File: src/design/wcc_pkg.sv
`default_nettype none
// ----------------------------------------------------------------------------
// wcc_pkg
// shared types, codes and helper functions of the window crossing counter
// ----------------------------------------------------------------------------
package wcc_pkg;

    localparam int COORD_W    = 16;
    localparam int WIDE_W     = COORD_W + 1;
    localparam int TOTAL_W    = 24;
    localparam int EVENT_W    = 4;
    localparam int KIND_W     = 2;
    localparam int EDGE_W     = 2;
    localparam int CFG_ADDR_W = 3;
    localparam int IN_DATA_W  = 80;
    localparam int OUT_DATA_W = 56;

    localparam logic [TOTAL_W-1:0] TOTAL_MAX = {TOTAL_W{1'b1}};

    // request kinds
    localparam logic [KIND_W-1:0] KIND_OBSERVE = 2'd0;
    localparam logic [KIND_W-1:0] KIND_BEGIN   = 2'd1;
    localparam logic [KIND_W-1:0] KIND_END     = 2'd2;

    // result events
    localparam logic [EVENT_W-1:0] EV_IGNORED   = 4'd0;
    localparam logic [EVENT_W-1:0] EV_ENTER_IN  = 4'd1;
    localparam logic [EVENT_W-1:0] EV_ENTER_OUT = 4'd2;
    localparam logic [EVENT_W-1:0] EV_COUNT_IN  = 4'd3;
    localparam logic [EVENT_W-1:0] EV_COUNT_OUT = 4'd4;
    localparam logic [EVENT_W-1:0] EV_LEFT      = 4'd5;
    localparam logic [EVENT_W-1:0] EV_FULL      = 4'd6;
    localparam logic [EVENT_W-1:0] EV_BEGUN     = 4'd7;
    localparam logic [EVENT_W-1:0] EV_ENDED     = 4'd8;

    // window edges
    localparam logic [EDGE_W-1:0] EDGE_BOTTOM = 2'd0;
    localparam logic [EDGE_W-1:0] EDGE_TOP    = 2'd1;
    localparam logic [EDGE_W-1:0] EDGE_LEFT   = 2'd2;
    localparam logic [EDGE_W-1:0] EDGE_RIGHT  = 2'd3;

    // configuration register indexes
    localparam logic [CFG_ADDR_W-1:0] REG_WINDOW_LEFT   = 3'd0;
    localparam logic [CFG_ADDR_W-1:0] REG_WINDOW_TOP    = 3'd1;
    localparam logic [CFG_ADDR_W-1:0] REG_WINDOW_SPAN_X = 3'd2;
    localparam logic [CFG_ADDR_W-1:0] REG_WINDOW_SPAN_Y = 3'd3;
    localparam logic [CFG_ADDR_W-1:0] REG_IN_EDGE       = 3'd4;
    localparam logic [CFG_ADDR_W-1:0] REG_OUT_EDGE      = 3'd5;

    // entry side stored with each tracked id
    localparam logic SIDE_IN  = 1'b0;
    localparam logic SIDE_OUT = 1'b1;

    typedef enum logic [5:0] {
        ST_IDLE   = 6'b000001,
        ST_CENTER = 6'b000010,
        ST_DIST   = 6'b000100,
        ST_SCAN   = 6'b001000,
        ST_DECIDE = 6'b010000,
        ST_DONE   = 6'b100000
    } wcc_state_t;

    function automatic logic [WIDE_W-1:0] abs_diff(input logic [WIDE_W-1:0] a,
                                                   input logic [WIDE_W-1:0] b);
        abs_diff = (a >= b) ? (a - b) : (b - a);
    endfunction

    function automatic logic [WIDE_W-1:0] edge_dist(input logic [EDGE_W-1:0] edge_sel,
                                                    input logic [WIDE_W-1:0] cx,
                                                    input logic [WIDE_W-1:0] cy,
                                                    input logic [WIDE_W-1:0] left,
                                                    input logic [WIDE_W-1:0] top,
                                                    input logic [WIDE_W-1:0] right,
                                                    input logic [WIDE_W-1:0] bottom);
        case (edge_sel)
            EDGE_BOTTOM: edge_dist = abs_diff(cy, bottom);
            EDGE_TOP:    edge_dist = abs_diff(cy, top);
            EDGE_LEFT:   edge_dist = abs_diff(cx, left);
            default:     edge_dist = abs_diff(cx, right);
        endcase
    endfunction

endpackage
`default_nettype wire

File: src/design/window_crossing_counter_top.sv
`default_nettype none
// ----------------------------------------------------------------------------
// window_crossing_counter_top
// counts tracked objects crossing a rectangular window between its in and out edges
// ----------------------------------------------------------------------------
// Requests enter on the s_ channel: s_tuser carries the kind (observation,
// begin, end), s_tdata the object id and its bounding box. Each request gives
// exactly one result on the m_ channel: the event code and both totals.
// The user must set the window and the in and out edges through cfg_we/
// cfg_addr/cfg_wdata only while the block is idle; the block does not enforce this.
// An observation made while counting passes the center, distance, scan and
// decide states before its result is ready, and no new request is taken
// until that result has gone to the output register: the id table is a
// memory read one slot per cycle, and one comparator walks all slots
// looking for the id and the lowest free slot. Begin, end, an unused kind
// and an observation while not counting go straight to the done state.
// s_tready is high only while no request is in work; a request may be taken
// while the previous result still waits in the output register. When the
// receiver stalls, the finished result waits in the block until the output
// register frees up.
// Reset (aresetn low, synchronous) stops counting, clears totals and all
// table valid bits, empties the output and restores the default window.
// ----------------------------------------------------------------------------
module window_crossing_counter_top
    import wcc_pkg::*;
#(
    parameter int TABLE_DEPTH = 64,
    parameter int ID_BITS     = 16
) (
    input  wire logic                   aclk,
    input  wire logic                   aresetn,

    input  wire logic                   cfg_we,
    input  wire logic [CFG_ADDR_W-1:0]  cfg_addr,
    input  wire logic [COORD_W-1:0]     cfg_wdata,

    input  wire logic                   s_tvalid,
    output logic                        s_tready,
    // object_id, box_x, box_y, box_w, box_h
    input  wire logic [IN_DATA_W-1:0]   s_tdata,
    // kind
    input  wire logic [KIND_W-1:0]      s_tuser,

    output logic                        m_tvalid,
    input  wire logic                   m_tready,
    // event_res, in_total, out_total, zero pad
    output logic [OUT_DATA_W-1:0]       m_tdata
);

    localparam int IDX_W = (TABLE_DEPTH > 1) ? $clog2(TABLE_DEPTH) : 1;
    localparam int CNT_W = $clog2(TABLE_DEPTH + 1);
    localparam logic [CNT_W-1:0] SCAN_END = CNT_W'(TABLE_DEPTH);

    wcc_state_t state_reg, state_next;

    logic [COORD_W-1:0] win_left_reg, win_top_reg, span_x_reg, span_y_reg;
    logic [EDGE_W-1:0]  in_edge_reg, out_edge_reg;

    logic                   active_reg, active_next;
    logic [TABLE_DEPTH-1:0] valid_reg, valid_next;
    logic [TOTAL_W-1:0]     cnt_in_reg, cnt_in_next;
    logic [TOTAL_W-1:0]     cnt_out_reg, cnt_out_next;

    logic [ID_BITS-1:0] id_reg;
    logic [COORD_W-1:0] bx_reg, by_reg, bw_reg, bh_reg;
    logic [WIDE_W-1:0]  cx_reg, cy_reg, right_reg, bottom_reg;
    logic [WIDE_W-1:0]  din_reg, dout_reg;
    logic               inside_reg;

    logic [CNT_W-1:0]   scan_cnt_reg, scan_cnt_next;
    logic               pipe_vld_reg, pipe_vld_next;
    logic [IDX_W-1:0]   pipe_idx_reg;
    logic               pipe_used_reg;
    logic [ID_BITS:0]   rd_data_reg;
    logic [IDX_W-1:0]   rd_addr;

    logic               hit_found_reg, hit_found_next;
    logic [IDX_W-1:0]   hit_idx_reg, hit_idx_next;
    logic               hit_side_reg, hit_side_next;
    logic               free_found_reg, free_found_next;
    logic [IDX_W-1:0]   free_idx_reg, free_idx_next;

    logic [EVENT_W-1:0] ev_reg, ev_next;

    logic                  m_tvalid_reg, m_tvalid_next;
    logic [OUT_DATA_W-1:0] m_tdata_reg, m_tdata_next;

    logic               mem_we;
    logic [IDX_W-1:0]   mem_waddr;
    logic [ID_BITS:0]   mem_wdata;
    logic [ID_BITS:0]   slot_mem [TABLE_DEPTH];

    logic               s_accept;
    logic               out_free;
    logic               near_in;
    logic [WIDE_W-1:0]  left_w, top_w;

    assign s_tready = (state_reg == ST_IDLE);
    assign s_accept = s_tvalid && s_tready;
    assign out_free = !m_tvalid_reg || m_tready;
    assign m_tvalid = m_tvalid_reg;
    assign m_tdata  = m_tdata_reg;
    assign near_in  = din_reg < dout_reg;
    assign left_w   = WIDE_W'(win_left_reg);
    assign top_w    = WIDE_W'(win_top_reg);
    assign rd_addr  = scan_cnt_reg[IDX_W-1:0];

    // configuration registers
    always_ff @(posedge aclk) begin
        if (!aresetn) begin
            win_left_reg <= '0;
            win_top_reg  <= '0;
            span_x_reg   <= '0;
            span_y_reg   <= '0;
            in_edge_reg  <= EDGE_BOTTOM;
            out_edge_reg <= EDGE_TOP;
        end else if (cfg_we) begin
            case (cfg_addr)
                REG_WINDOW_LEFT:   win_left_reg <= cfg_wdata;
                REG_WINDOW_TOP:    win_top_reg  <= cfg_wdata;
                REG_WINDOW_SPAN_X: span_x_reg   <= cfg_wdata;
                REG_WINDOW_SPAN_Y: span_y_reg   <= cfg_wdata;
                REG_IN_EDGE:       in_edge_reg  <= cfg_wdata[EDGE_W-1:0];
                REG_OUT_EDGE:      out_edge_reg <= cfg_wdata[EDGE_W-1:0];
                default: ;
            endcase
        end
    end

    // id table: entry side above the id
    always_ff @(posedge aclk) begin
        if (mem_we) begin
            slot_mem[mem_waddr] <= mem_wdata;
        end
        rd_data_reg <= slot_mem[rd_addr];
    end

    // sequencer
    always_comb begin
        state_next      = state_reg;
        active_next     = active_reg;
        valid_next      = valid_reg;
        cnt_in_next     = cnt_in_reg;
        cnt_out_next    = cnt_out_reg;
        scan_cnt_next   = scan_cnt_reg;
        pipe_vld_next   = 1'b0;
        hit_found_next  = hit_found_reg;
        hit_idx_next    = hit_idx_reg;
        hit_side_next   = hit_side_reg;
        free_found_next = free_found_reg;
        free_idx_next   = free_idx_reg;
        ev_next         = ev_reg;
        m_tvalid_next   = m_tvalid_reg && !m_tready;
        m_tdata_next    = m_tdata_reg;
        mem_we          = 1'b0;
        mem_waddr       = free_idx_reg;
        mem_wdata       = {near_in ? SIDE_IN : SIDE_OUT, id_reg};

        case (state_reg)
            ST_IDLE: begin
                if (s_accept) begin
                    ev_next    = EV_IGNORED;
                    state_next = ST_DONE;
                    case (s_tuser)
                        KIND_BEGIN: begin
                            if (!active_reg) begin
                                cnt_in_next  = '0;
                                cnt_out_next = '0;
                                active_next  = 1'b1;
                                ev_next      = EV_BEGUN;
                            end
                        end
                        KIND_END: begin
                            if (active_reg) begin
                                active_next = 1'b0;
                                valid_next  = '0;
                                ev_next     = EV_ENDED;
                            end
                        end
                        KIND_OBSERVE: begin
                            if (active_reg) begin
                                state_next = ST_CENTER;
                            end
                        end
                        default: ;
                    endcase
                end
            end
            ST_CENTER: begin
                state_next = ST_DIST;
            end
            ST_DIST: begin
                scan_cnt_next   = '0;
                hit_found_next  = 1'b0;
                free_found_next = 1'b0;
                state_next      = ST_SCAN;
            end
            ST_SCAN: begin
                if (scan_cnt_reg != SCAN_END) begin
                    scan_cnt_next = scan_cnt_reg + 1'b1;
                    pipe_vld_next = 1'b1;
                end else if (!pipe_vld_reg) begin
                    state_next = ST_DECIDE;
                end
                // shared compare against the slot read last cycle
                if (pipe_vld_reg) begin
                    if (pipe_used_reg) begin
                        if (!hit_found_reg && rd_data_reg[ID_BITS-1:0] == id_reg) begin
                            hit_found_next = 1'b1;
                            hit_idx_next   = pipe_idx_reg;
                            hit_side_next  = rd_data_reg[ID_BITS];
                        end
                    end else if (!free_found_reg) begin
                        free_found_next = 1'b1;
                        free_idx_next   = pipe_idx_reg;
                    end
                end
            end
            ST_DECIDE: begin
                state_next = ST_DONE;
                ev_next    = EV_IGNORED;
                if (!hit_found_reg) begin
                    if (inside_reg) begin
                        if (!free_found_reg) begin
                            ev_next = EV_FULL;
                        end else begin
                            mem_we                   = 1'b1;
                            valid_next[free_idx_reg] = 1'b1;
                            ev_next = near_in ? EV_ENTER_IN : EV_ENTER_OUT;
                        end
                    end
                end else if (!inside_reg) begin
                    ev_next                 = EV_LEFT;
                    valid_next[hit_idx_reg] = 1'b0;
                    if (near_in && hit_side_reg == SIDE_OUT) begin
                        ev_next = EV_COUNT_IN;
                        if (cnt_in_reg != TOTAL_MAX) begin
                            cnt_in_next = cnt_in_reg + 1'b1;
                        end
                    end else if (!near_in && hit_side_reg == SIDE_IN) begin
                        ev_next = EV_COUNT_OUT;
                        if (cnt_out_reg != TOTAL_MAX) begin
                            cnt_out_next = cnt_out_reg + 1'b1;
                        end
                    end
                end
            end
            ST_DONE: begin
                if (out_free) begin
                    m_tvalid_next = 1'b1;
                    m_tdata_next  = OUT_DATA_W'({cnt_out_reg, cnt_in_reg, ev_reg});
                    state_next    = ST_IDLE;
                end
            end
            default: begin
                state_next = ST_IDLE;
            end
        endcase
    end

    always_ff @(posedge aclk) begin
        if (!aresetn) begin
            state_reg    <= ST_IDLE;
            active_reg   <= 1'b0;
            valid_reg    <= '0;
            cnt_in_reg   <= '0;
            cnt_out_reg  <= '0;
            pipe_vld_reg <= 1'b0;
            m_tvalid_reg <= 1'b0;
        end else begin
            state_reg    <= state_next;
            active_reg   <= active_next;
            valid_reg    <= valid_next;
            cnt_in_reg   <= cnt_in_next;
            cnt_out_reg  <= cnt_out_next;
            pipe_vld_reg <= pipe_vld_next;
            m_tvalid_reg <= m_tvalid_next;
        end
    end

    // datapath
    always_ff @(posedge aclk) begin
        scan_cnt_reg   <= scan_cnt_next;
        hit_found_reg  <= hit_found_next;
        hit_idx_reg    <= hit_idx_next;
        hit_side_reg   <= hit_side_next;
        free_found_reg <= free_found_next;
        free_idx_reg   <= free_idx_next;
        ev_reg         <= ev_next;
        m_tdata_reg    <= m_tdata_next;
        pipe_idx_reg   <= rd_addr;
        pipe_used_reg  <= valid_reg[rd_addr];
        if (s_accept) begin
            id_reg <= ID_BITS'(s_tdata[15:0]);
            bx_reg <= s_tdata[31:16];
            by_reg <= s_tdata[47:32];
            bw_reg <= s_tdata[63:48];
            bh_reg <= s_tdata[79:64];
        end
        if (state_reg == ST_CENTER) begin
            cx_reg     <= WIDE_W'(bx_reg) + WIDE_W'(bw_reg[COORD_W-1:1]);
            cy_reg     <= WIDE_W'(by_reg) + WIDE_W'(bh_reg[COORD_W-1:1]);
            right_reg  <= WIDE_W'(win_left_reg) + WIDE_W'(span_x_reg);
            bottom_reg <= WIDE_W'(win_top_reg) + WIDE_W'(span_y_reg);
        end
        if (state_reg == ST_DIST) begin
            din_reg    <= edge_dist(in_edge_reg, cx_reg, cy_reg,
                                    left_w, top_w, right_reg, bottom_reg);
            dout_reg   <= edge_dist(out_edge_reg, cx_reg, cy_reg,
                                    left_w, top_w, right_reg, bottom_reg);
            inside_reg <= (cx_reg >= left_w) && (cx_reg <= right_reg) &&
                          (cy_reg >= top_w) && (cy_reg <= bottom_reg);
        end
    end

endmodule
`default_nettype wire

File: config.mk
export PLATFORM = sky130hd
export DESIGN_NAME = window_crossing_counter_top
export DESIGN_NICKNAME = d
export VERILOG_FILES = /design/src/design/wcc_pkg.sv /design/src/design/window_crossing_counter_top.sv
export SDC_FILE = /design/constraint.sdc
export NUM_CORES = 2
export LEC_CHECK = 0
export BUFFER_PORTS_ARGS = -buffer_cell sky130_fd_sc_hd__buf_2
export CORE_MARGIN = 1
export CORE_UTILIZATION = 47
export DETAILED_ROUTE_END_ITERATION = 10
export HOLD_SLACK_MARGIN = 0.15
export MAX_ROUTING_LAYER = met4
export SLEW_MARGIN = 5
export SYNTH_ARGS = -nofsm -noshare
export SYNTH_HDL_FRONTEND = slang
export SYNTH_SLANG_ARGS = --single-unit
File: constraint.sdc
create_clock -name aclk -period 4.8 [get_ports aclk]
set_clock_uncertainty 0.15 [all_clocks]
set_input_delay 0.72 -clock aclk [delete_from_list [all_inputs] [get_ports aclk]]
set_output_delay 0.72 -clock aclk [all_outputs]
set_load 0.05 [all_outputs]
### Word level (Yosys, flattened, before mapping)

Memories as Yosys holds them, arrays and structs flattened. A register that Yosys moved wholly into a read port is not among the register bits.
Cells that the tools add are included.

| cells by class | value |
|---|---|
| add/subtract/negate cells | 15 |
| shifts and indexed selects | 0 |
| order comparisons | 12 |
| divide/modulo/power cells | 0 |
| equality and inequality tests | 44 |
| multipliers | 0 |
| mux-type cells | 73 |
| reduce and logical (&&, ||, !) cells | 41 |
| bitwise gates (word level) | 6 |

Operator list:

| kind | count |
|---|---|
| 2-to-1 mux 64 bit | 7 |
| 2-to-1 mux 24 bit | 12 |
| case mux 64 bit (2 select lines) | 1 |
| case mux 17 bit (3 select lines) | 2 |
| case mux 24 bit (2 select lines) | 2 |
| 2-to-1 mux 17 bit | 4 |
| subtractor 17 bit | 4 |
| AND 64 bit | 1 |
| inverter 64 bit | 1 |
| OR 64 bit | 1 |
| adder 24 x 1 -> 24 bit, second input constant | 2 |
| inequality test 24 bit, second input constant | 2 |
| 2-to-1 mux 6 bit | 6 |
| case mux 6 bit (6 select lines) | 1 |
| adder 16 x 15 -> 17 bit | 2 |
| adder 16 x 16 -> 17 bit | 2 |
| greater-or-equal comparator 17 x 16 -> 1 bit | 2 |
| greater-or-equal comparator 17 bit | 2 |
| less-or-equal comparator 17 bit | 2 |
| subtractor 16 x 17 -> 17 bit | 2 |
| subtractor 17 x 16 -> 17 bit | 2 |
| inequality test 2 bit, second input constant | 16 |
| < comparator 6 x 7 -> 1 bit, second input constant | 3 |
| AND reduction 2 bit | 10 |
| other kinds (40) | 102 |

| storage, ports and cells | value |
|---|---|
| word-level logic and storage cells | 227 |
| memories | 1 |
| bits in latches | 0 |
| RAM bits | 1088 |
| ROM bits | 0 |
| register bits after elaboration | 457 |
| input port bits | 106 |
| output and inout port bits | 58 |

Memories:

| memory | words | bits a word | rd ports | clocked after Yosys merged registers in | wr ports | RTL line | RTL |
|---|---|---|---|---|---|---|---|
| slot_mem | 64 | 17 | 1 | 1 | 1 | window_crossing_counter_top.sv:91 | `logic [ID_BITS:0] slot_mem [TABLE_DEPTH];` |

### Logic depth before layout (Yosys ltp)

| depth | value |
|---|---|
| word-level depth | 9 |
| depth in mapped cells | 15 |
| depth with buffers taken out | 14 |

### Worst setup path before layout

Ideal clock, no wire load.

| timing path | value |
|---|---|
| kind | input to register |
| start | in m_tready |
| end | reg m_tdata_reg[0], in the netlist m_tdata[0], enable pin |
| data arrival time | 3.186 ns |
| setup slack | 0.997 ns |
| stages | 2 |
| library setup time | 0.467 ns |
| path through | nand2b_1 > nor2b_1 |

| between the ends | value |
|---|---|
| cells in the longest elaborated chain, start to end | 2 |

RTL lines:

| element | RTL line | RTL |
|---|---|---|
| start: declaration | window_crossing_counter_top.sv:45 | `input wire logic m_tready,` |
| logical OR 1 bit | window_crossing_counter_top.sv:100 | `assign out_free = !m_tvalid_reg \|\| m_tready;` |
| AND reduction 2 bit (no source line) | n/a |  |
| end signal: assignment | window_crossing_counter_top.sv:290 | `m_tdata_reg <= m_tdata_next;` |
| end: declaration | window_crossing_counter_top.sv:86 | `logic [OUT_DATA_W-1:0] m_tdata_reg, m_tdata_next;` |

Every way passes these cells.
A chain may end at the register's enable or synchronous reset.

### Final worst setup path

| timing path | value |
|---|---|
| start | reg win_left_reg[1] |
| end | reg din_reg[14] (data pin) |

| between the ends | value |
|---|---|
| cells in the longest elaborated chain, start to end | 3 |
| elaborated cells between the ends (all ways) | 5 |

RTL lines:

| element | RTL line | RTL |
|---|---|---|
| start: declaration | window_crossing_counter_top.sv:56 | `logic [COORD_W-1:0] win_left_reg, win_top_reg, span_x_reg, span_y_reg;` |
| start signal: assignment | window_crossing_counter_top.sv:119 | `REG_WINDOW_LEFT: win_left_reg <= cfg_wdata;` |
| subtractor 16 x 17 -> 17 bit, or another cell as far along | wcc_pkg.sv:65 | `abs_diff = (a >= b) ? (a - b) : (b - a);` |
| 2-to-1 mux 17 bit * | wcc_pkg.sv:65 |  |
| case mux 17 bit (3 select lines) * | wcc_pkg.sv:75 | `case (edge_sel)` |
| end signal: assignment | window_crossing_counter_top.sv:307 | `din_reg <= edge_dist(in_edge_reg, cx_reg, cy_reg,` |
| end: declaration | window_crossing_counter_top.sv:67 | `logic [WIDE_W-1:0] din_reg, dout_reg;` |

Mark *: on every way between the ends. The rest lies on a longest branch, timed or not.

==> run_results.csv <==
group,metric,value,unit
pwr,vdd_drop_max,0.353,mV
yosys,yosysTopAreaCellShare,58.4,%
pwr,switching_share,22.3,%
setup_path,cpLargestDelayFamily,"compound AO/OA/AOI/OAI gates",
hold_path,holdPathEnd,"active_reg",
pwr,p_comb_share,4.8,%
run,maxCapViolCount,0,
pwr,powerDensity,366,nW/µm²
setup_path,cp.depth,12,
placed_design,post-dp-hpwl,113,mm
setup_path,cp_max_fo,7,
setup_path,rr_worst_depth,12,
yosys,syn_inst,4660,
setup_path,cp_common_cell,"o41a_1",
yosys,synth.area.top_cells,"edfxtp_1 (58%), mux4_2 (11%), dfxtp_1 (6.2%), ha_1 (3.9%), a21oi_1 (2.5%)",
finish,drive_gt1_share,19.1,%
timing,rsz0062_at_grt,"false",
clock_tree,root_buffer,"clkbuf_16",
yosys,synth_edf_count,1347,
floorplanning,fp.dieH,386,µm
clock_tree,clock-sinks,1560,
floorplanning,die_x,386,µm
global_route,grt_max_degree,91,
setup_path,crit_type,"reg2reg",
floorplanning,die-area,149000,µm²
timing,slew_headroom,21.5,%
setup_path,path_cells,"inv_1 > ha_1 > nand2b_1 > a21oi_1 > o41a_1 > o41a_1 > a221o_1 > or3_1 > a32oi_2 > o21ai_2 > xor2_1 > mux4_2",
outcome,outcome,"complete, no violations",
pwr,clkPwrFrac,43.0,%
setup_path,cp_slowest_cell,"a221o_1",
yosys,yosysMostFrequentCell,"edfxtp_1",
clock_tree,post_cts_resized,0,
setup_path,crit_required,5160,ps
clock_tree,cts.path.max_buffers,3,
finish,nets,5318,
timing,setup_viol,0,
timing,fmax,235,MHz
yosys,synth_area_leader_cell,"edfxtp_1",
finish,area_growth_syn_to_layout,14.3,%
yosys,seq_area_frac_synth,64.5,%
pwr,p_leak,27.8,nW
setup_path,worstPathArrival,4610,ps
routing,routedWlPerCell,25.2,µm
timing,slew_viol_final,0,
timing,period_needed,4250,ps
routing,drt-initial-drc-count,3692,
hold_path,hold_class,"in2reg",
yosys,ys_types,84,
global_route,grt_pass1_wl,262,mm
routing,drtAntennaViolNets,0,
global_route,grt_pass1_vias,40502,
setup_path,reg2reg_to,"din_reg[14]",
finish,largest_register_ffs,1088,
finish,nFillCells,11754,
routing,vias_per_cell,5.88,
timing,setup_slack,550,ps
setup_path,start_kind,"flip-flop",
hold_path,min-delay-start,"s_tuser[1]",
pwr,power.internal,22.5,mW
routing,drc,0,
global_route,grt_usage,24.6,%
timing,max_slew.worst_pin.slew,1170,ps
setup_path,r2r_slack,550,ps
clock_tree,path_clk_slew,60,ps
setup_path,rr_startpoint,"win_left_reg[1]",
clock_tree,clk_latency,790,ps
yosys,ys.flop_type,"edfxtp_1",
yosys,ys_ff_latch,1560,
setup_path,crit_buf_inv,1,
floorplanning,coreArea,146000,µm²
timing,hold_viol,0,
clock_tree,cts_tree,"built",
yosys,syn_area_per_cell,14.9,µm²
routing,routed_wl,178,mm
global_route,antenna_found_initial,8,
yosys,async_flop_share,0,%
pwr,p_seq_share,52.2,%
global_route,overflow,0,
routing,via_count,41370,
hold_path,holdPathStages,3,
yosys,synthesis.area,69300,µm²
placed_design,placement.io_buffers,157,
setup_path,critPathMaxStageDelay,450,ps
timing,tns,0,ps
pwr,switchingPower,6.47,mW
yosys,synthTopCellsByCount,"edfxtp_1 (1,347), a21oi_1 (347), mux4_2 (336)",
floorplanning,ios,164,
clock_tree,numCtsBuffers,163,
placed_design,dp_slack,567,ps
placed_design,routabilityCongestion,0.898,
yosys,yosysWarnings,0,
floorplanning,num_rows,140,
timing,period_share,88.5,%
routing,firstDrtPassIters,6,
setup_path,end_kind,"flip-flop",
floorplanning,start_util,47.5,%
clock_tree,htreeDepth,4,
[repair_timing]
item	in CTS	in global routing
endpoints found under the setup margin	0	0
hold buffers	95	0
hold endpoints to repair	146	0
setup buffers	0	0
[how the worst max path moves through the flow]
stage	startpoint	slack, ps	end
finish	win_left_reg[1]	550	din_reg[14]
floorplan	m_tready	1000	m_tdata[0]
CTS	win_left_reg[1]	560	din_reg[14]
detailed placement	win_left_reg[1]	570	din_reg[14]
global placement	win_left_reg[1]	630	din_reg[14]
global route	win_left_reg[1]	350	din_reg[14]
[worst reg2reg max path: stages (launching register included)]
cell and delay, ps:
dfxtp_1 440, inv_1 160, ha_1 370, nand2b_1 110
a21oi_1 100, o41a_1 360, o41a_1 440, a221o_1 450
or3_1 420, a32oi_2 300, o21ai_2 110, xor2_1 150
mux4_2 450
[layout by cell type (no fill, tap or decap), drive strengths merged, types with 102 or more instances in the layout]
| cell | count |
|---|---|
| o21ai | 179 |
| edfxtp | 1347 |
| dfxtp | 213 |
| nor2 | 292 |
| inv | 189 |
| buf | 300 |
| clkbuf | 210 |
| a21oi | 348 |
| nand2 | 309 |
| mux2i | 102 |
| mux4 | 336 |
| ha | 215 |
[per-layer routing]
metal	share of wire, %	vias up	wire [µm]	track usage, %
li1	-	18718	-	-
met1	42	20933	75100	32.5
met2	48	1410	84800	38.2
met3	6.3	309	11200	4.61
met4	3.6	0	6370	8.89
met5	0	-	0	-
[through the flow]
stage | hold slack, ps | instance area [µm²] | std cells | total power [mW] | util [%]
after floorplan | 196 | 69300 | 4663 | 16.2 | -
after global placement | 253 | 72900 | 6642 | 16.7 | 50.0
after detailed placement | 262 | 72900 | 6642 | 16.7 | 50.0
after CTS | 160 | 79200 | 7036 | 29.2 | 54.3
after global routing | 215 | 79200 | 7038 | 29.8 | 54.3
final | 217 | 79200 | 7038 | 29.0 | 54.3
[cells by family after synthesis]
logic type,share of synthesized area (%)
buffers and inverters,2.36
adder cells (fa/ha/maj),4.23
other,0.00541
AND/OR/NAND/NOR,6.24
AO/OA/AOI/OAI,8.37
multiplexers,12.7
XOR/XNOR,1.59
flip-flops,64.5
[power by group through the flow]
stage / clock [mW] / combinational (mW) / sequential [mW]
2_1_floorplan: 0 / 0.580 / 15.6
3_3_place_gp: 0 / 1.28 / 15.4
3_5_place_dp: 0 / 1.31 / 15.4
4_1_cts: 12.7 / 1.38 / 15.1
5_1_grt: 13.2 / 1.50 / 15.1
6_report: 12.5 / 1.38 / 15.1
[layout make-up]
cell class                 count  area (µm²)  area share (%)
sequential                  1560       44700            56.5
multi-input combinational   2681       23100            29.2
clock buffer                 210        4350            5.49
timing repair buffer         395        2940            3.71
tap                         1917        2400            3.03
clock inverter                89         958            1.21
inverter                     184         692           0.874
antenna                        2        5.00         0.00632
Power figures use the tool's default switching activity.
